<file path="src/rtl/core/bbd_pkg.sv">
`default_nettype none

package bbd_pkg;

  localparam int PIX_W       = 8;
  localparam int CFG_W       = 12;
  localparam int ROW_W       = 12;
  localparam int GAIN_W      = 12;
  localparam int PAT_W       = 2;
  localparam int SUM_W       = 10;
  localparam int PROD_W      = GAIN_W + SUM_W;
  localparam int APB_DATA_W  = 32;
  localparam int PADDR_W     = 5;
  localparam int OFIFO_DEPTH = 8;

  localparam int DEF_MAX_LINE_WIDTH = 2048;

  localparam logic [CFG_W-1:0]  RST_LINE_WIDTH   = 12'd640;
  localparam logic [CFG_W-1:0]  RST_FRAME_HEIGHT = 12'd480;
  localparam logic [PAT_W-1:0]  RST_PATTERN      = 2'd0;
  localparam logic [GAIN_W-1:0] RST_GAIN         = 12'd256;

  typedef enum logic [2:0] {
    REG_LINE_WIDTH   = 3'd0,
    REG_FRAME_HEIGHT = 3'd1,
    REG_PATTERN      = 3'd2,
    REG_BLUE_GAIN    = 3'd3,
    REG_GREEN_GAIN   = 3'd4,
    REG_RED_GAIN     = 3'd5
  } reg_e;

  typedef enum logic [1:0] {
    AVG_COPY,
    AVG_TWO,
    AVG_FOUR
  } avg_e;

  typedef struct packed {
    logic [CFG_W-1:0]  line_width;
    logic [CFG_W-1:0]  frame_height;
    logic [PAT_W-1:0]  bayer_pattern;
    logic [GAIN_W-1:0] blue_gain;
    logic [GAIN_W-1:0] green_gain;
    logic [GAIN_W-1:0] red_gain;
  } cfg_t;

  typedef struct packed {
    logic [SUM_W-1:0] sum;
    avg_e             mode;
  } chan_t;

  typedef struct packed {
    chan_t blue;
    chan_t green;
    chan_t red;
    logic  row_end;
    logic  frame_end;
  } px_t;

  typedef struct packed {
    logic [PIX_W-1:0] blue;
    logic [PIX_W-1:0] green;
    logic [PIX_W-1:0] red;
    logic             row_end;
    logic             frame_end;
  } rgb_t;

endpackage

`default_nettype wire

</file>
<file path="src/rtl/core/bbd_ofifo.sv">
`default_nettype none

module bbd_ofifo (
  input  wire logic                                       clk_i,
  input  wire logic                                       rst_ni,
  input  wire logic                                       push_i,
  input  wire bbd_pkg::rgb_t                              data_i,
  input  wire logic                                       pop_i,
  output bbd_pkg::rgb_t                                   head_o,
  output logic [$clog2(bbd_pkg::OFIFO_DEPTH + 1)-1:0]     count_o
);

  import bbd_pkg::*;

  localparam int AW = $clog2(OFIFO_DEPTH);
  localparam int NW = $clog2(OFIFO_DEPTH + 1);

  rgb_t          mem_q [OFIFO_DEPTH];
  logic [AW-1:0] wptr_q, rptr_q;
  logic [NW-1:0] cnt_q, cnt_d;
  logic          do_pop;

  assign do_pop = pop_i && (cnt_q != '0);

  always_comb begin
    cnt_d = cnt_q;
    if (push_i && !do_pop) begin
      cnt_d = cnt_q + NW'(1);
    end else if (!push_i && do_pop) begin
      cnt_d = cnt_q - NW'(1);
    end
  end

  always_ff @(posedge clk_i or negedge rst_ni) begin
    if (!rst_ni) begin
      wptr_q <= '0;
      rptr_q <= '0;
      cnt_q  <= '0;
    end else begin
      cnt_q <= cnt_d;
      if (push_i) begin
        wptr_q <= (wptr_q == AW'(OFIFO_DEPTH - 1)) ? '0 : wptr_q + AW'(1);
      end
      if (do_pop) begin
        rptr_q <= (rptr_q == AW'(OFIFO_DEPTH - 1)) ? '0 : rptr_q + AW'(1);
      end
    end
  end

  always_ff @(posedge clk_i) begin
    if (push_i) begin
      mem_q[wptr_q] <= data_i;
    end
  end

  assign head_o  = mem_q[rptr_q];
  assign count_o = cnt_q;

endmodule

`default_nettype wire

</file>
<file path="config.mk">
export PLATFORM = sky130hd
export DESIGN_NAME = bbd_ofifo
export DESIGN_NICKNAME = d
export VERILOG_FILES = /design/src/rtl/core/bbd_pkg.sv /design/src/rtl/core/bbd_ofifo.sv
export SDC_FILE = /design/constraint.sdc
export NUM_CORES = 1
export LEC_CHECK = 0
export BUFFER_PORTS_ARGS = -buffer_cell sky130_fd_sc_hd__buf_2
export CELL_PAD_IN_SITES_DETAIL_PLACEMENT = 1
export CELL_PAD_IN_SITES_GLOBAL_PLACEMENT = 1
export CORE_MARGIN = 10
export CORE_UTILIZATION = 35
export CTS_BUF_LIST = sky130_fd_sc_hd__clkbuf_8
export CTS_CLUSTER_DIAMETER = 80
export DETAILED_ROUTE_END_ITERATION = 12
export PLACE_DENSITY_LB_ADDON = 0.1
export REMOVE_ABC_BUFFERS = 1
export SLEW_MARGIN = 20
export SYNTH_ARGS = -nofsm -noshare
export SYNTH_HDL_FRONTEND = slang
export SYNTH_SLANG_ARGS = --single-unit
</file>
<file path="constraint.sdc">
create_clock -name clk_i -period 5.8 [get_ports clk_i]
set_input_delay 0.87 -clock clk_i [delete_from_list [all_inputs] [get_ports clk_i]]
set_output_delay 0.87 -clock clk_i [all_outputs]
set_load 0.01 [all_outputs]
</file>
==> flow_summary.json <==
{
  "final_cell_mix": "edfxtp_1 (208), buf_2 (59), mux4_1 (51)",
  "cts_setup_buffers": 0,
  "critPathLaunchType": "register",
  "synth_area_leader_cell": "edfxtp_1",
  "critPathSlowestCell": "dfrtp_2",
  "outcome": "complete, no violations",
  "start_util": 0.3560,
  "dr.pass1.iters": 4,
  "fill_cells": 2309,
  "cp.arrival_ns": 3.14,
  "skew_ns": 0.01830,
  "grt_pass1_wl_um": 27720,
  "synth_edf_count": 208,
  "relSlewSlack": 0.2866,
  "netlist_area_mm2": 0.008657,
  "dp_hpwl_um": 10460,
  "ys.warnings.count": 0,
  "worstSetupEndpointType": "output pin",
  "dp_slack_ns": 2.268,
  "crit_type": "reg2out",
  "synth.distinct_cells": 28,
  "cts_made_buffers": 39,
  "ys_seq_area_frac": 0.7504,
  "core_mm2": 0.02432,
  "die-area_mm2": 0.03142,
  "critical_path.cell_chain": "buf_4 -> mux4_1 -> mux2_2 -> buf_2",
  "setup_violations": 0,
  "p_leak_uw": 0.003505,
  "portBuffers": 59,
  "required_ns": 4.93,
  "crit_path_max_fanout": 35,
  "clk_pin_slew_ns": 0.06,
  "grt_max_degree": 36,
  "final_nets": 495,
  "max_freq_ghz": 0.2495,
  "critPathBufInv": 2,
  "power_density_mw_per_mm2": 476.3,
  "wirelength_um": 18330,
  "grt_pass1_vias": 4503,
  "worst_slack_ns": 1.792,
  "ctsResizeCount": 0,
  "cpLargestDelayFamily": "flip-flops",
  "drt_iter0_markers": 195,
  "drc": 0,
  "io_pins": 60,
  "via_per_inst": 4.862,
  "syn_to_final_growth_pct": 16.90,
  "root_buffer": "clkbuf_8",
  "cts.path.max_buffers": 3,
  "vias": 3953,
  "antenna_found_initial": 1,
  "post_synth.cell_area_avg_um2": 23.85,
  "gp_congestion": 0.6431,
  "synthArstFlopShare": 0.04587,
  "final_common_cell": "edfxtp_1",
  "final_cells": 813,
  "rsz0062_at_grt": "no",
  "synth.area.top_cells": "edfxtp_1 (72%), mux4_1 (15%), mux2_2 (4.0%)",
  "hp-class": "in2async",
  "tns_ns": 0,
  "holdWs_ns": 0.2169,
  "peakVddDrop_uv": 217.1,
  "die_x_um": 177.3,
  "clk_latency_ns": 0.52,
  "overflow": 0,
  "min_period_ns": 4.008,
  "layout-drive-gt1-share": 0.3217,
  "postLayoutCoreUtil": 0.4161,
  "postSynthCellCount": 363,
  "ys_ff_latch": 218,
  "clock_sinks": 218,
  "tritoncts": "built",
  "track_usage": 0.1190,
  "antenna_left": 0,
  "final-hold-violation-count": 0,
  "tightest_slew_ns": 1.070,
  "slew_viol_final": 0,
  "ys.flop_type": "edfxtp_1",
  "cts_hold_buffers": 0,
  "place_inst": 739,
  "cts_max_level": 2,
  "synthDominantCellAreaShare": 0.7215,
  "fin_crit_sh": 0.6910,
  "rows": 57,
  "slowest_delay_ns": 1.07,
  "wire_per_inst_um": 22.54,
  "drv_cap": 0,
  "fp.dieH_um": 177.3
}
## stage by stage
stage	total power, µW	cell area, µm²
after global routing	5115	10120
after CTS	4938	10080
after global placement	3586	9375
after detailed placement	3619	9375
final	4820	10120
after floorplan	3039	8549
## registers in the layout (all words and copies together) (netlist names)
signal and count:
count_o 4, rptr_q 3, wptr_q 3, mem_q 208
## path summary, 6_finish.rpt
path | from | end | slack (ns) | cells past startpoint
worst max-delay path | rptr_q[0]$_DFFE_PN0P_ | head_o[17] | 1.79 | 4
worst min-delay path | rst_ni | rptr_q[0]$_DFFE_PN0P_ | 0.22 | 1
min in group clk_i | wptr_q[1]$_DFFE_PN0P_ | wptr_q[1]$_DFFE_PN0P_ | 0.58 | 1
max in group asynchronous | rst_ni | rptr_q[1]$_DFFE_PN0P_ | 5.34 | 1
worst max register to register | count_o[0]$_DFFE_PN0P_ | count_o[3]$_DFFE_PN0P_ | 2.96 | 7
worst min register to register | wptr_q[1]$_DFFE_PN0P_ | wptr_q[1]$_DFFE_PN0P_ | 0.58 | 1
## worst reg2reg max path, stage by stage, from the launching register on
cell and delay (ns):
dfrtp_1 0.49, o41ai_4 0.62, ha_1 0.35, inv_1 0.14, ha_1 0.37, or4_1 0.54, o211ai_1 0.11, o211ai_1 0.10
## synthesized netlist by cell type (all sizes together), types with 4 or more instances
master / count
buf: 9
clkbuf: 7
dfrtp: 10
edfxtp: 208
ha: 7
mux2: 31
mux4: 52
nand2: 5
nand2b: 4
nor2: 7
nor3: 4
## area by class of cell
class	instances	area [µm²]	area share
clock buffers	40	550.5	0.05440
diodes	1	2.502	0.0002473
repair buffers	69	390.4	0.03858
flip-flops and latches	218	6499	0.6422
inverters	1	3.754	0.0003709
well taps	324	405.4	0.04006
clock inverters	32	157.7	0.01558
multi-input cells	128	2111	0.2086
## report_power, final
group          switching [µW]  internal (µW)  leakage (µW)  total [µW]
clock                     603            686      0.000420        1290
sequential                197           1990       0.00201        2180
combinational             661            685       0.00108        1350
## layer usage
metal	routed length, µm	vias to the layer above	GRT usage
met1	7576	2057	0.1381
met5	0	-	0
met3	778	37	0.02902
li1	-	1783	-
met4	408	0	0.04307
met2	9564	76	0.2095
## logic make-up (layout without fill, tap and decap cells)
logic type,Yosys count,in the layout,synth area share
multiplexers,84,84,0.1989
buffers and inverters,17,142,0.01286
other,0,1,0
AO/OA/AOI/OAI,9,9,0.009395
adder cells (fa/ha/maj),8,8,0.01243
flip-flops,218,218,0.7504
AND/OR/NAND/NOR,25,25,0.01402
XOR/XNOR,2,2,0.002024
Power figures use the tool's default switching activity.
