==> src/rtl/core/bbd_pkg.sv <==
`default_nettype none

package bbd_pkg;

  localparam int PIX_W       = 8;
  localparam int CFG_W       = 12;
  localparam int ROW_W       = 12;
  localparam int GAIN_W      = 12;
  localparam int PAT_W       = 2;
  localparam int SUM_W       = 10;
  localparam int PROD_W      = GAIN_W + SUM_W;
  localparam int APB_DATA_W  = 32;
  localparam int PADDR_W     = 5;
  localparam int OFIFO_DEPTH = 8;

  localparam int DEF_MAX_LINE_WIDTH = 2048;

  localparam logic [CFG_W-1:0]  RST_LINE_WIDTH   = 12'd640;
  localparam logic [CFG_W-1:0]  RST_FRAME_HEIGHT = 12'd480;
  localparam logic [PAT_W-1:0]  RST_PATTERN      = 2'd0;
  localparam logic [GAIN_W-1:0] RST_GAIN         = 12'd256;

  typedef enum logic [2:0] {
    REG_LINE_WIDTH   = 3'd0,
    REG_FRAME_HEIGHT = 3'd1,
    REG_PATTERN      = 3'd2,
    REG_BLUE_GAIN    = 3'd3,
    REG_GREEN_GAIN   = 3'd4,
    REG_RED_GAIN     = 3'd5
  } reg_e;

  typedef enum logic [1:0] {
    AVG_COPY,
    AVG_TWO,
    AVG_FOUR
  } avg_e;

  typedef struct packed {
    logic [CFG_W-1:0]  line_width;
    logic [CFG_W-1:0]  frame_height;
    logic [PAT_W-1:0]  bayer_pattern;
    logic [GAIN_W-1:0] blue_gain;
    logic [GAIN_W-1:0] green_gain;
    logic [GAIN_W-1:0] red_gain;
  } cfg_t;

  typedef struct packed {
    logic [SUM_W-1:0] sum;
    avg_e             mode;
  } chan_t;

  typedef struct packed {
    chan_t blue;
    chan_t green;
    chan_t red;
    logic  row_end;
    logic  frame_end;
  } px_t;

  typedef struct packed {
    logic [PIX_W-1:0] blue;
    logic [PIX_W-1:0] green;
    logic [PIX_W-1:0] red;
    logic             row_end;
    logic             frame_end;
  } rgb_t;

endpackage

`default_nettype wire

==> src/rtl/core/bbd_color.sv <==
`default_nettype none

module bbd_color (
  input  wire logic          clk_i,
  input  wire logic          rst_ni,
  input  wire bbd_pkg::cfg_t cfg_i,
  input  wire bbd_pkg::px_t  px_i,
  input  wire logic          px_valid_i,
  output bbd_pkg::rgb_t      rgb_o,
  output logic               rgb_valid_o
);

  import bbd_pkg::*;

  logic [PROD_W-1:0] prod_b_q, prod_g_q, prod_r_q;
  avg_e              mode_b_q, mode_g_q, mode_r_q;
  logic              row_end_q, frame_end_q, valid_q;

  // drop eight fraction bits, round by the neighbor count, clip at full scale
  function automatic logic [PIX_W-1:0] round_sat(input logic [PROD_W-1:0] prod,
                                                 input avg_e mode);
    logic [PROD_W-8:0] q;
    logic [PROD_W-8:0] v;
    q = {1'b0, prod[PROD_W-1:8]};
    case (mode)
      AVG_TWO:  v = (q + (PROD_W - 7)'(1)) >> 1;
      AVG_FOUR: v = (q + (PROD_W - 7)'(2)) >> 2;
      default:  v = q;
    endcase
    return (v > (PROD_W - 7)'(255)) ? {PIX_W{1'b1}} : v[PIX_W-1:0];
  endfunction

  always_ff @(posedge clk_i or negedge rst_ni) begin
    if (!rst_ni) begin
      valid_q <= 1'b0;
    end else begin
      valid_q <= px_valid_i;
    end
  end

  always_ff @(posedge clk_i) begin
    if (px_valid_i) begin
      prod_b_q    <= PROD_W'(cfg_i.blue_gain) * PROD_W'(px_i.blue.sum);
      prod_g_q    <= PROD_W'(cfg_i.green_gain) * PROD_W'(px_i.green.sum);
      prod_r_q    <= PROD_W'(cfg_i.red_gain) * PROD_W'(px_i.red.sum);
      mode_b_q    <= px_i.blue.mode;
      mode_g_q    <= px_i.green.mode;
      mode_r_q    <= px_i.red.mode;
      row_end_q   <= px_i.row_end;
      frame_end_q <= px_i.frame_end;
    end
  end

  assign rgb_o.blue      = round_sat(prod_b_q, mode_b_q);
  assign rgb_o.green     = round_sat(prod_g_q, mode_g_q);
  assign rgb_o.red       = round_sat(prod_r_q, mode_r_q);
  assign rgb_o.row_end   = row_end_q;
  assign rgb_o.frame_end = frame_end_q;
  assign rgb_valid_o     = valid_q;

endmodule

`default_nettype wire

==> config.mk <==
export PLATFORM = sky130hd
export DESIGN_NAME = bbd_color
export DESIGN_NICKNAME = d
export VERILOG_FILES = /design/src/rtl/core/bbd_pkg.sv /design/src/rtl/core/bbd_color.sv
export SDC_FILE = /design/constraint.sdc
export NUM_CORES = 1
export LEC_CHECK = 0
export ABC_AREA = 1
export CAP_MARGIN = 15
export CORE_MARGIN = 4
export CORE_UTILIZATION = 43
export CTS_CLUSTER_SIZE = 14
export DETAILED_ROUTE_END_ITERATION = 10
export DONT_BUFFER_PORTS = 1
export PLACE_DENSITY = 0.65
export SYNTH_ARGS = -nofsm -noshare
export SYNTH_HDL_FRONTEND = slang
export SYNTH_SLANG_ARGS = --single-unit
==> constraint.sdc <==
create_clock -name clk_i -period 2.4 [get_ports clk_i]
set_input_delay 0.48 -clock clk_i [delete_from_list [all_inputs] [get_ports clk_i]]
set_output_delay 0.48 -clock clk_i [all_outputs]
set_load 0.005 [all_outputs]
==> results.md <==
* Site row count at 71
* Mean post-synth cell area at 7.14 sq um
* H-tree levels at 2
* Max incr delay on CP at 0.59 ns
* Vias in the first global route at 15,800
* WS Path Type: in -> reg
* Top cell type's share of synthesized area at 28.2%
* Number of port buffers at 0
* Worst slew pin tran at 0.392 ns
* DP Area at 18,400 sq um
* Most frequent cells in the layout: nand2_1 (518), inv_1 (502), fa_1 (223)
* Largest net degree at the start of global routing at 52
* Final wirelength at 43,800 microns
* Maximum VDD drop at 1.02 mV
* GPL Wtd Cong at 0.932
* Status: finished with violations
* Clock period minus worst slack at 4.22 ns
* Top_reg_cell synth: edfxtp_1
* Die area at 41,300 sq um
* Remaining antenna violation count at 0
* CP most frequent cell: fa_1
* Initial antenna violation count at 2
* Syn_nets at 2,806
* Total grt overflow at 0
* Final Hold Fails at 0
* First-pass GRT wire length at 74,600 microns
* Failing checks: negative setup slack
* Top area cells in the synthesized netlist: fa_1 (28%), nand2_1 (15%), ha_1 (14%), inv_1 (13%), edfxtp_1 (9.2%)
* Sequential area share after synthesis at 9.31%
* Endpoint class of the critical path: flop
* Required @ worst endpoint at 2.44 ns
* Non-Filler Instances at 2,932
* Async SR Flop Fraction at 1.96%
* Final worst-path cycle share at 176%
* Commonest non-fill, non-tap cell in the layout: nand2_1
* Final setup viols at 66
* Clock Tree Root: clkbuf_16
* Switching pwr at 16.1 mW
* Critical-path cell list: nand2_8 -> fa_1 -> inv_2 -> fa_1 -> inv_1 -> fa_1 -> inv_1 -> fa_1 -> fa_1 -> ha_4 -> nand2_4 -> nand2_4 -> a31oi_4 -> a21boi_4 -> o21bai_1 -> xor2_1
* Setup ws final at -1.82 ns
* Reg power frac at 7.9%
* Setup TNS at -72.31 ns
* Setup WS pre-CTS at -2.18 ns
* Internal at 16.0 mW
* Clock-pin slew on the worst setup and hold paths at 0.07 ns
* Synth unique cells at 48
* Crit Path Max Fanout at 12
* Drt wl/cell at 14.9 microns
* Global Route Usage Sum at 21.2%
* 1st-iter DRT viols at 684
* Worst EP arrival at 4.25 ns
* Fraction of layout cells with a size suffix above 1 at 26.3%
* Dpl hpwl at 34,500 microns
* Pins Over Slew Limit at 0
* Core area at 37,700 sq um
* Pre-antenna DRT Iters at 5
* Clock sink count at 51
* Placed Cells at 2,862
* PwrDens at 1540 nW/um^2
* Critical-path top delay cell: fa_1
* Clock Path Buffers at 2
* Comb power frac at 89.9%
* Boundary pin count at 130
* Number of synthesized flops with an enable pin at 50
* Area leader, netlist: fa_1
* Final nets at 2,930
* RSZ-0062 raised after global routing: true
* Chip height at 203 microns
* Slew Limit Headroom at 73.6%
* F_max at 237 MHz
* Die extent in x at 203 microns
* Yosys Warn Count at 0
* Multi-input gate area at 14,800 sq um
* Crit path launch type: input pin
* Cts bufs inserted at 5
* Mapped cell area at 16,400 sq um
* Worst Hold Class: in -> reg
* Vias per std cell at 5.05
* #FFs+latches synth at 51
* Fin area at 20,800 sq um
* MaxCap Viol Count at 0
* Clock Power Share at 2.2%
* Fillers at 3,462
* WHS at 0.211 ns
* Reg area at 1530 sq um
* Via count at 14,800
* P&R area growth vs syn at 26.8%
* TritonCTS clock tree: done
* Final Power at 32.0 mW
* Post-Syn Instances at 2,295
* Util after Layout at 55.2%
* Net switching fraction of the power at 50.2%
* Initial core utilization at 43.5%
* Pleak at 11.3 nW
* DRC viols at 0
## cell type report
type | count | share of cell area, %
clock inverters | 2 | 0.0602
well taps | 511 | 3.08
diodes | 2 | 0.0241
flip-flops and latches | 51 | 7.35
inverters | 564 | 10.3
clock buffers | 5 | 0.602
multi-input cells | 1602 | 71.0
repair buffers | 195 | 7.54
## worst paths after layout
check,from,to,depth (start not counted)
setup / recovery,px_i[19],prod_g_q[15],16
hold / removal,px_valid_i,rgb_valid_o,0
max in group asynchronous,rst_ni,rgb_valid_o,1
min in group asynchronous,rst_ni,rgb_valid_o,1
## critical path: cells and delay by family
kind            cells  cell delay [ns]
buf+inv             3             0.14
xor+xnor            1             0.15
fa+ha+maj           6             2.78
compound gates      3             0.51
simple gates        3             0.17
## power by group through the flow
stage | clock network [mW] | registers (mW) | logic (mW)
after global placement | 0 | 2.55 | 21.3
after CTS | 0.739 | 2.53 | 25.8
after global routing | 0.773 | 2.59 | 31.7
after floorplan | 0 | 2.35 | 14.4
after detailed placement | 0 | 2.56 | 21.6
final | 0.713 | 2.54 | 28.8
## synthesized netlist by cell type, types with 6 or more instances
| master | n |
|---|---|
| nand3_2 | 12 |
| nand2_2 | 10 |
| inv_1 | 561 |
| fa_1 | 231 |
| buf_4 | 9 |
| o211ai_1 | 6 |
| a31oi_1 | 9 |
| o21ai_0 | 66 |
| ha_1 | 177 |
| nor3_1 | 16 |
| o21bai_1 | 9 |
| nand4_1 | 28 |
| edfxtp_1 | 50 |
| xnor2_1 | 14 |
| a21oi_1 | 68 |
| xor2_1 | 29 |
| clkbuf_1 | 54 |
| buf_1 | 11 |
| nor2_1 | 104 |
| nand2_1 | 642 |
| nand3_1 | 117 |
| nor2_4 | 12 |
## cell families after synthesis
family | count (synthesis) | synth area share, %
buffers and inverters | 642 | 15.0
muxes | 4 | 0.244
and+or+nand+nor | 955 | 24.8
DFF | 51 | 9.31
adders and majority gates | 408 | 41.7
AOI/OAI and AO/OA | 192 | 6.65
xor gates and xnor gates | 43 | 2.30
## metal layers
layer / vias to the layer above / track usage (%) / wire (microns)
met5: - / 0 / 0
met1: 7146 / 27.4 / 18400
li1: 7214 / - / -
met2: 390 / 38.8 / 22400
met4: 0 / 4.05 / 740
met3: 66 / 2.43 / 2360
## timing repair
| item | 4_1_cts | 5_1_grt |
|---|---|---|
| pin swaps | 172 | 138 |
| setup endpoints to repair | 66 | 66 |
| hold buffers | 1 | 0 |
| endpoints found under the hold margin | 1 | 0 |
| buffers inserted | 44 | 21 |
| gates resized for setup | 250 | 162 |
## registers in the layout, indices dropped and copies added, names as in the netlist
| signal | cells |
|---|---|
| frame_end_q | 1 |
| mode_b_q | 2 |
| mode_g_q | 2 |
| mode_r_q | 2 |
| prod_b_q | 14 |
| prod_g_q | 14 |
| prod_r_q | 14 |
| rgb_valid_o | 1 |
| row_end_q | 1 |
Power figures use the tool's default switching activity.
