$ cat src/rtl/core/bbd_pkg.sv
`default_nettype none

package bbd_pkg;

  localparam int PIX_W       = 8;
  localparam int CFG_W       = 12;
  localparam int ROW_W       = 12;
  localparam int GAIN_W      = 12;
  localparam int PAT_W       = 2;
  localparam int SUM_W       = 10;
  localparam int PROD_W      = GAIN_W + SUM_W;
  localparam int APB_DATA_W  = 32;
  localparam int PADDR_W     = 5;
  localparam int OFIFO_DEPTH = 8;

  localparam int DEF_MAX_LINE_WIDTH = 2048;

  localparam logic [CFG_W-1:0]  RST_LINE_WIDTH   = 12'd640;
  localparam logic [CFG_W-1:0]  RST_FRAME_HEIGHT = 12'd480;
  localparam logic [PAT_W-1:0]  RST_PATTERN      = 2'd0;
  localparam logic [GAIN_W-1:0] RST_GAIN         = 12'd256;

  typedef enum logic [2:0] {
    REG_LINE_WIDTH   = 3'd0,
    REG_FRAME_HEIGHT = 3'd1,
    REG_PATTERN      = 3'd2,
    REG_BLUE_GAIN    = 3'd3,
    REG_GREEN_GAIN   = 3'd4,
    REG_RED_GAIN     = 3'd5
  } reg_e;

  typedef enum logic [1:0] {
    AVG_COPY,
    AVG_TWO,
    AVG_FOUR
  } avg_e;

  typedef struct packed {
    logic [CFG_W-1:0]  line_width;
    logic [CFG_W-1:0]  frame_height;
    logic [PAT_W-1:0]  bayer_pattern;
    logic [GAIN_W-1:0] blue_gain;
    logic [GAIN_W-1:0] green_gain;
    logic [GAIN_W-1:0] red_gain;
  } cfg_t;

  typedef struct packed {
    logic [SUM_W-1:0] sum;
    avg_e             mode;
  } chan_t;

  typedef struct packed {
    chan_t blue;
    chan_t green;
    chan_t red;
    logic  row_end;
    logic  frame_end;
  } px_t;

  typedef struct packed {
    logic [PIX_W-1:0] blue;
    logic [PIX_W-1:0] green;
    logic [PIX_W-1:0] red;
    logic             row_end;
    logic             frame_end;
  } rgb_t;

endpackage

`default_nettype wire

$ cat src/rtl/core/bbd_cfg.sv
`default_nettype none

module bbd_cfg (
  input  wire logic                           clk_i,
  input  wire logic                           rst_ni,
  input  wire logic                           psel,
  input  wire logic                           penable,
  input  wire logic                           pwrite,
  input  wire logic [bbd_pkg::PADDR_W-1:0]    paddr,
  input  wire logic [bbd_pkg::APB_DATA_W-1:0] pwdata,
  output logic      [bbd_pkg::APB_DATA_W-1:0] prdata,
  output logic                                pready,
  output bbd_pkg::cfg_t                       cfg_o
);

  import bbd_pkg::*;

  cfg_t cfg_q, cfg_d;
  reg_e sel;
  logic wr_en;

  assign pready = 1'b1;
  assign wr_en  = psel && penable && pwrite && pready;
  assign sel    = reg_e'(paddr[PADDR_W-1:2]);

  always_comb begin
    cfg_d = cfg_q;
    if (wr_en) begin
      unique case (sel)
        REG_LINE_WIDTH:   cfg_d.line_width    = pwdata[CFG_W-1:0];
        REG_FRAME_HEIGHT: cfg_d.frame_height  = pwdata[CFG_W-1:0];
        REG_PATTERN:      cfg_d.bayer_pattern = pwdata[PAT_W-1:0];
        REG_BLUE_GAIN:    cfg_d.blue_gain     = pwdata[GAIN_W-1:0];
        REG_GREEN_GAIN:   cfg_d.green_gain    = pwdata[GAIN_W-1:0];
        REG_RED_GAIN:     cfg_d.red_gain      = pwdata[GAIN_W-1:0];
        default:          cfg_d = cfg_q;
      endcase
    end
  end

  always_comb begin
    unique case (sel)
      REG_LINE_WIDTH:   prdata = APB_DATA_W'(cfg_q.line_width);
      REG_FRAME_HEIGHT: prdata = APB_DATA_W'(cfg_q.frame_height);
      REG_PATTERN:      prdata = APB_DATA_W'(cfg_q.bayer_pattern);
      REG_BLUE_GAIN:    prdata = APB_DATA_W'(cfg_q.blue_gain);
      REG_GREEN_GAIN:   prdata = APB_DATA_W'(cfg_q.green_gain);
      REG_RED_GAIN:     prdata = APB_DATA_W'(cfg_q.red_gain);
      default:          prdata = '0;
    endcase
  end

  always_ff @(posedge clk_i or negedge rst_ni) begin
    if (!rst_ni) begin
      cfg_q.line_width    <= RST_LINE_WIDTH;
      cfg_q.frame_height  <= RST_FRAME_HEIGHT;
      cfg_q.bayer_pattern <= RST_PATTERN;
      cfg_q.blue_gain     <= RST_GAIN;
      cfg_q.green_gain    <= RST_GAIN;
      cfg_q.red_gain      <= RST_GAIN;
    end else begin
      cfg_q <= cfg_d;
    end
  end

  assign cfg_o = cfg_q;

endmodule

`default_nettype wire

$ cat config.mk
export PLATFORM = sky130hd
export DESIGN_NAME = bbd_cfg
export DESIGN_NICKNAME = d
export VERILOG_FILES = /design/src/rtl/core/bbd_pkg.sv /design/src/rtl/core/bbd_cfg.sv
export SDC_FILE = /design/constraint.sdc
export NUM_CORES = 1
export LEC_CHECK = 0
export ABC_AREA = 1
export BUFFER_PORTS_ARGS = -buffer_cell sky130_fd_sc_hd__buf_2
export CORE_MARGIN = 1
export CORE_UTILIZATION = 38
export DETAILED_ROUTE_END_ITERATION = 8
export PLACE_DENSITY_LB_ADDON = 0.1
export SYNTH_ARGS = -nofsm -noshare
export SYNTH_HDL_FRONTEND = slang
export SYNTH_SLANG_ARGS = --single-unit
export TNS_END_PERCENT = 5
$ cat constraint.sdc
create_clock -name clk_i -period 0.87 [get_ports clk_i]
set_input_delay 0.1305 -clock clk_i [delete_from_list [all_inputs] [get_ports clk_i]]
set_output_delay 0.1305 -clock clk_i [all_outputs]
set_load 0.05 [all_outputs]
==> impl_metrics.tcl, run 1 <==
set metrics [dict create \
    reg2regPathDepth 2 \
    drt-total-wl_um 10500 \
    largest_reg_flops 62 \
    worstSetupStartpointType "flop" \
    dieArea_sq_um 9250 \
    powerDensity_nw_per_um2 2500 \
    cp.required_ns 0.74 \
    synth_common_cells "128 x nand2_1, 58 x o21ai_0, 53 x dfrtp_1, 34 x inv_1" \
    ant_nets 0 \
    grt_overflow_total 0 \
    drt_pass1_iterations 4 \
    coreArea_sq_um 8380 \
    cp.arrival_ns 1.32 \
    synth.distinct_cells 22 \
    ys_seq_area_share_pct 46.4 \
    place_congestion 0.898 \
    dpl.cell_count 674 \
    h-tree-depth 3 \
    clock_latency_ns 0.33 \
    synth_ff_type "dfrtp_1" \
    grt_max_degree 63 \
    worstSetupEndpointType "primary output" \
    hold_viol 0 \
    finalCritPeriodShare_pct 167 \
    hold_class "primary input to flop" \
    start_util_pct 40.2 \
    synth_top_area_share_pct 39.4 \
    cts_root_buffer "clkbuf_8" \
    slew_viol_final 0 \
    dp_hpwl_um 7270 \
    numCtsBuffers 9 \
    drive_gt1_share_pct 49.8 \
    grt_pass1_wl_um 16700 \
    pre_cts_slack_ns -0.485 \
    n_fill_cell 724 \
    grt_usage_pct 24.3 \
    multi_input_area_sq_um 1510 \
    cpMaxStageDelayCell "dfstp_2" \
    outcome "finished with violations" \
    postLayoutCoreUtil_pct 63.8 \
    setup_slack_ns -0.582 \
    worst_path_largest_cell_delay_ns 0.56 \
    diodes 0 \
    timing.critical_path.mode_cell "nor2_2" \
    die_x_um 96.2 \
    fin_crit_ns 1.45 \
    fmax_mhz 689 \
    critPathMaxFanout 2 \
    syn_area_sq_um 3370 \
    areaGrowthSynthToFinish_pct 58.7 \
    r2r-start "cfg_o[32]" \
    synth_edf_count 0 \
    reg2reg_setup_slack_ns 0.02 \
    num_rows 33 \
    hold_start "pwdata[9]" \
    syn_area_per_cell_sq_um 7.91 \
    cts_buffer_depth 2 \
    cts.sinks 62 \
    holdPathStages 3 \
    clk_pin_slew_ns 0.08 \
    cts_tree "done" \
    holdWs_ns 0.0527 \
    fin_cells 693 \
    setup-violations-final 86 \
    hold_end "cfg_o[59]" \
    irDropWorstVdd_v 0.00104 \
    violations "setup timing" \
    yosys.area.top_type "dfrtp_1" \
    leakage_nw 2.65 \
    r2r-end "cfg_o[32]" \
    fp.dieH_um 96.2 \
    synth.top_cells.by_area "dfrtp_1 39%, nand2_1 14%, o21ai_0 8.6%, dfstp_2 7.0%, buf_4 6.0%" \
    drt-initial-drc-count 128 \
    vias 3336 \
    drc 0 \
    path_cells "inv_1 > nor2_2 > nor2_2 > nand2_4 > buf_8" \
    skew_ns 0 \
    maxCapViolations 0 \
    setup.worst_path.class "flop to primary output" \
    post_dp_cell_area_sq_um 4500 \
    synth-async-reset-ratio_pct 100 \
    layout.nets 625 \
    synthCells 426 \
    viasPerCell 4.81 \
    rsz0062_at_grt "true" \
    portBuffers 93 \
    ys_seq_elements 62 \
    final_cell_area_sq_um 5350 \
    synth_most_common_cell "nand2_1" \
    ios 137 \
    grt_pass1_vias 3278 \
    yosysWarningCount 0 \
    regArea_sq_um 1620 \
    wl_per_cell_um 15.1 \
    antenna_found_initial 0 \
]
==> critical path, delay by kind of cell (launching register included) <==
| kind | cells | cell delay, ns |
|---|---|---|
| buf+inv | 2 | 0.21 |
| flops | 1 | 0.56 |
| simple gates | 3 | 0.21 |
==> worst max-delay path by stage <==
stage,start,end
after global placement,paddr[2],prdata[6]
after CTS,cfg_o[45],prdata[7]
after global routing,cfg_o[8],prdata[8]
final,cfg_o[32],prdata[8]
after floorplan,cfg_o[59],prdata[9]
after detailed placement,paddr[2],prdata[6]
==> stage by stage <==
step / setup TNS [ns] / power, W
after floorplan: -5.97 / 0.00759
after global placement: -26.31 / 0.00925
after detailed placement: -27.26 / 0.00928
after CTS: -24.77 / 0.0133
after global routing: -27.32 / 0.0140
final: -23.34 / 0.0134
==> layer usage <==
layer / track usage [%] / routed length, um / up-vias
met2: 36.3 / 4910 / 103
met1: 35.0 / 4950 / 1585
met5: 0 / 0 / -
li1: - / - / 1634
met3: 3.79 / 518 / 14
met4: 9.20 / 112 / 0
==> cell families after synthesis <==
group / share of synthesized area [%]
compound gates: 10.8
buf+inv: 14.4
flops: 46.4
other cells: 0.223
simple gates: 28.2
==> report_power, final <==
group	internal [W]	switching, W
Sequential	0.00361	0.000398
Combinational	0.00243	0.00408
Clock	0.00168	0.00120
==> layout by cell type, fill, tap and decap left out, types with 8 or more instances in the layout <==
cell	synthesis	layout
buf_4	27	67
buf_2	9	17
dfrtp_2	0	43
nand4_1	13	13
nor2_1	27	15
buf_8	0	12
nand3_1	26	25
dfstp_2	9	9
inv_1	34	27
conb_1	2	21
o21ai_1	15	26
clkbuf_8	0	10
dfrtp_1	53	10
nand2_1	128	115
buf_6	7	66
nor2_2	1	13
nand2_2	0	8
o21ai_0	58	42
buf_12	0	10
==> final cells by class <==
type                            instances  share of cell area (%)
Multi-Input combinational cell        300                    28.1
Sequential cell                        62                    30.2
Clock inverter                          6                    1.59
Timing Repair Buffer                  174                    32.3
Clock buffer                           10                    2.57
Inverter                               36                    2.67
Tap cell                              105                    2.46
==> repair_timing <==
item,in CTS,in global routing
buffers inserted,1,1
endpoints found under the hold margin,53,0
pin swaps,6,3
gates resized for setup,165,39
hold buffers,1,0
endpoints found under the setup margin,88,115
Note: power is estimated with default switching activity, not from simulation.
==> run 2, diff against run 1 <==
Clock period 0.87 ns to 1.85 ns, I/O delays scaled along.
==> run 2 against run 1 <==
Effect of this change:
- the flow now finishes without violations
- largest cell class is now flip-flops and latches
- combinational power down 68%
- power is 62% lower
- design area decreased by 25%
==> impl_metrics.tcl, run 2 (synthesized netlist as in run 1, its figures left out) <==
set metrics [dict create \
    ios 137 \
    wl_per_cell_um 15.2 \
    numCtsBuffers 9 \
    skew_ns 0 \
    maxCapViolations 0 \
    path_cells "inv_1 > o21ai_0 > inv_1 > nand2_1 > buf_2" \
    irDropWorstVdd_v 0.000526 \
    layout_common_cells "128 x nand2_1, 93 x buf_2, 58 x o21ai_0" \
    vias 3048 \
    cp.arrival_ns 1.46 \
    clock_latency_ns 0.33 \
    final_common_cell "nand2_1" \
    hold_viol 0 \
    coreArea_sq_um 8380 \
    drc 0 \
    largest_reg_flops 62 \
    r2r-end "cfg_o[45]" \
    timing.critical_path.mode_cell "inv_1" \
    hold_start "pwdata[8]" \
    fin_tns_setup_ns 0 \
    cts.sinks 62 \
    grt_overflow_total 0 \
    clk_pin_slew_ns 0.07 \
    fin_crit_ns 1.74 \
    drt_pass1_iterations 4 \
    post_dp_cell_area_sq_um 3800 \
    final_cell_area_sq_um 4010 \
    num_rows 33 \
    dieArea_sq_um 9250 \
    cp.required_ns 1.57 \
    ant_nets 0 \
    fp.dieH_um 96.2 \
    worstSetupEndpointType "primary output" \
    setup.worst_path.class "flop to primary output" \
    cts_setup_buffers 0 \
    drt-total-wl_um 9500 \
    cpMaxStageDelayCell "dfstp_2" \
    powerDensity_nw_per_um2 1280 \
    setup-violations-final 0 \
    reg2regPathDepth 2 \
    die_x_um 96.2 \
    fmax_mhz 576 \
    place_congestion 0.827 \
    diodes 0 \
    antenna_found_initial 0 \
    setup_slack_ns 0.114 \
    grt_pass1_vias 2772 \
    pre_cts_slack_ns 0.169 \
    start_util_pct 40.2 \
    hold_buffers 1 \
    cts_tree "done" \
    cts_buffer_depth 2 \
    holdPathStages 3 \
    layout.nets 556 \
    finalCritPeriodShare_pct 93.9 \
    hold_end "cfg_o[8]" \
    postLayoutCoreUtil_pct 47.8 \
    grt_usage_pct 21.7 \
    leakage_nw 2.16 \
    grt_max_degree 63 \
    r2r-start "cfg_o[45]" \
    finalPower_w 0.00513 \
    reg2reg_setup_slack_ns 1.04 \
    worstSetupStartpointType "flop" \
    drive_gt1_share_pct 27.2 \
    worst_path_largest_cell_delay_ns 0.54 \
    critPathMaxFanout 2 \
    cts_root_buffer "clkbuf_8" \
    outcome "finished clean" \
    grt_pass1_wl_um 14600 \
    drt-initial-drc-count 171 \
    hold_class "primary input to flop" \
    rsz0062_at_grt "false" \
    dp_hpwl_um 6500 \
    cts_resized 0 \
    slew_viol_final 0 \
    h-tree-depth 3 \
    portBuffers 93 \
    viasPerCell 4.88 \
    areaGrowthSynthToFinish_pct 18.9 \
]
[run 2: area by class of cell]
cell class	count	area [sq um]
timing repair buffer	105	583
fill	897	4380
clock inverter	4	47.5
inverter	36	143
sequential	62	1560
tap	105	131
multi-input combinational	300	1390
clock buffer	12	145
[run 2: through the flow]
stage	hold WS [ns]	std cells
floorplan	-0.0181	445
global placement	0.320	607
detailed placement	0.326	607
global route	0.206	624
finish	0.211	624
CTS	0.191	624
[run 2: worst max-delay path, delay by kind of cell, from the launching register on]
family | cells | cell delay (ns)
buf+inv | 3 | 0.36
simple gates | 1 | 0.06
flops | 1 | 0.54
compound gates | 1 | 0.16
[run 2: worst max path at each step]
stage,start,to
finish,cfg_o[45],prdata[7]
global route,cfg_o[45],prdata[7]
CTS,cfg_o[45],prdata[7]
detailed placement,paddr[4],prdata[11]
global placement,paddr[4],prdata[11]
floorplan,cfg_o[44],prdata[6]
[run 2: per-layer routing]
metal	wire [um]	vias to the layer above	share of wire [%]	GRT usage (%)
met2	4300	101	45	33.1
met4	114	0	1.2	7.09
met5	0	-	0	0
met3	585	10	6.2	3.79
met1	4500	1444	47	30.9
li1	-	1493	-	-
[run 2: where the power goes]
group / leakage (nW) / switching (W) / internal, W
registers: 0.752 / 0.000196 / 0.00166
logic: 1.32 / 0.00169 / 0.000395
clock network: 0.0964 / 0.000530 / 0.000656
total: 2.16 / 0.00242 / 0.00271
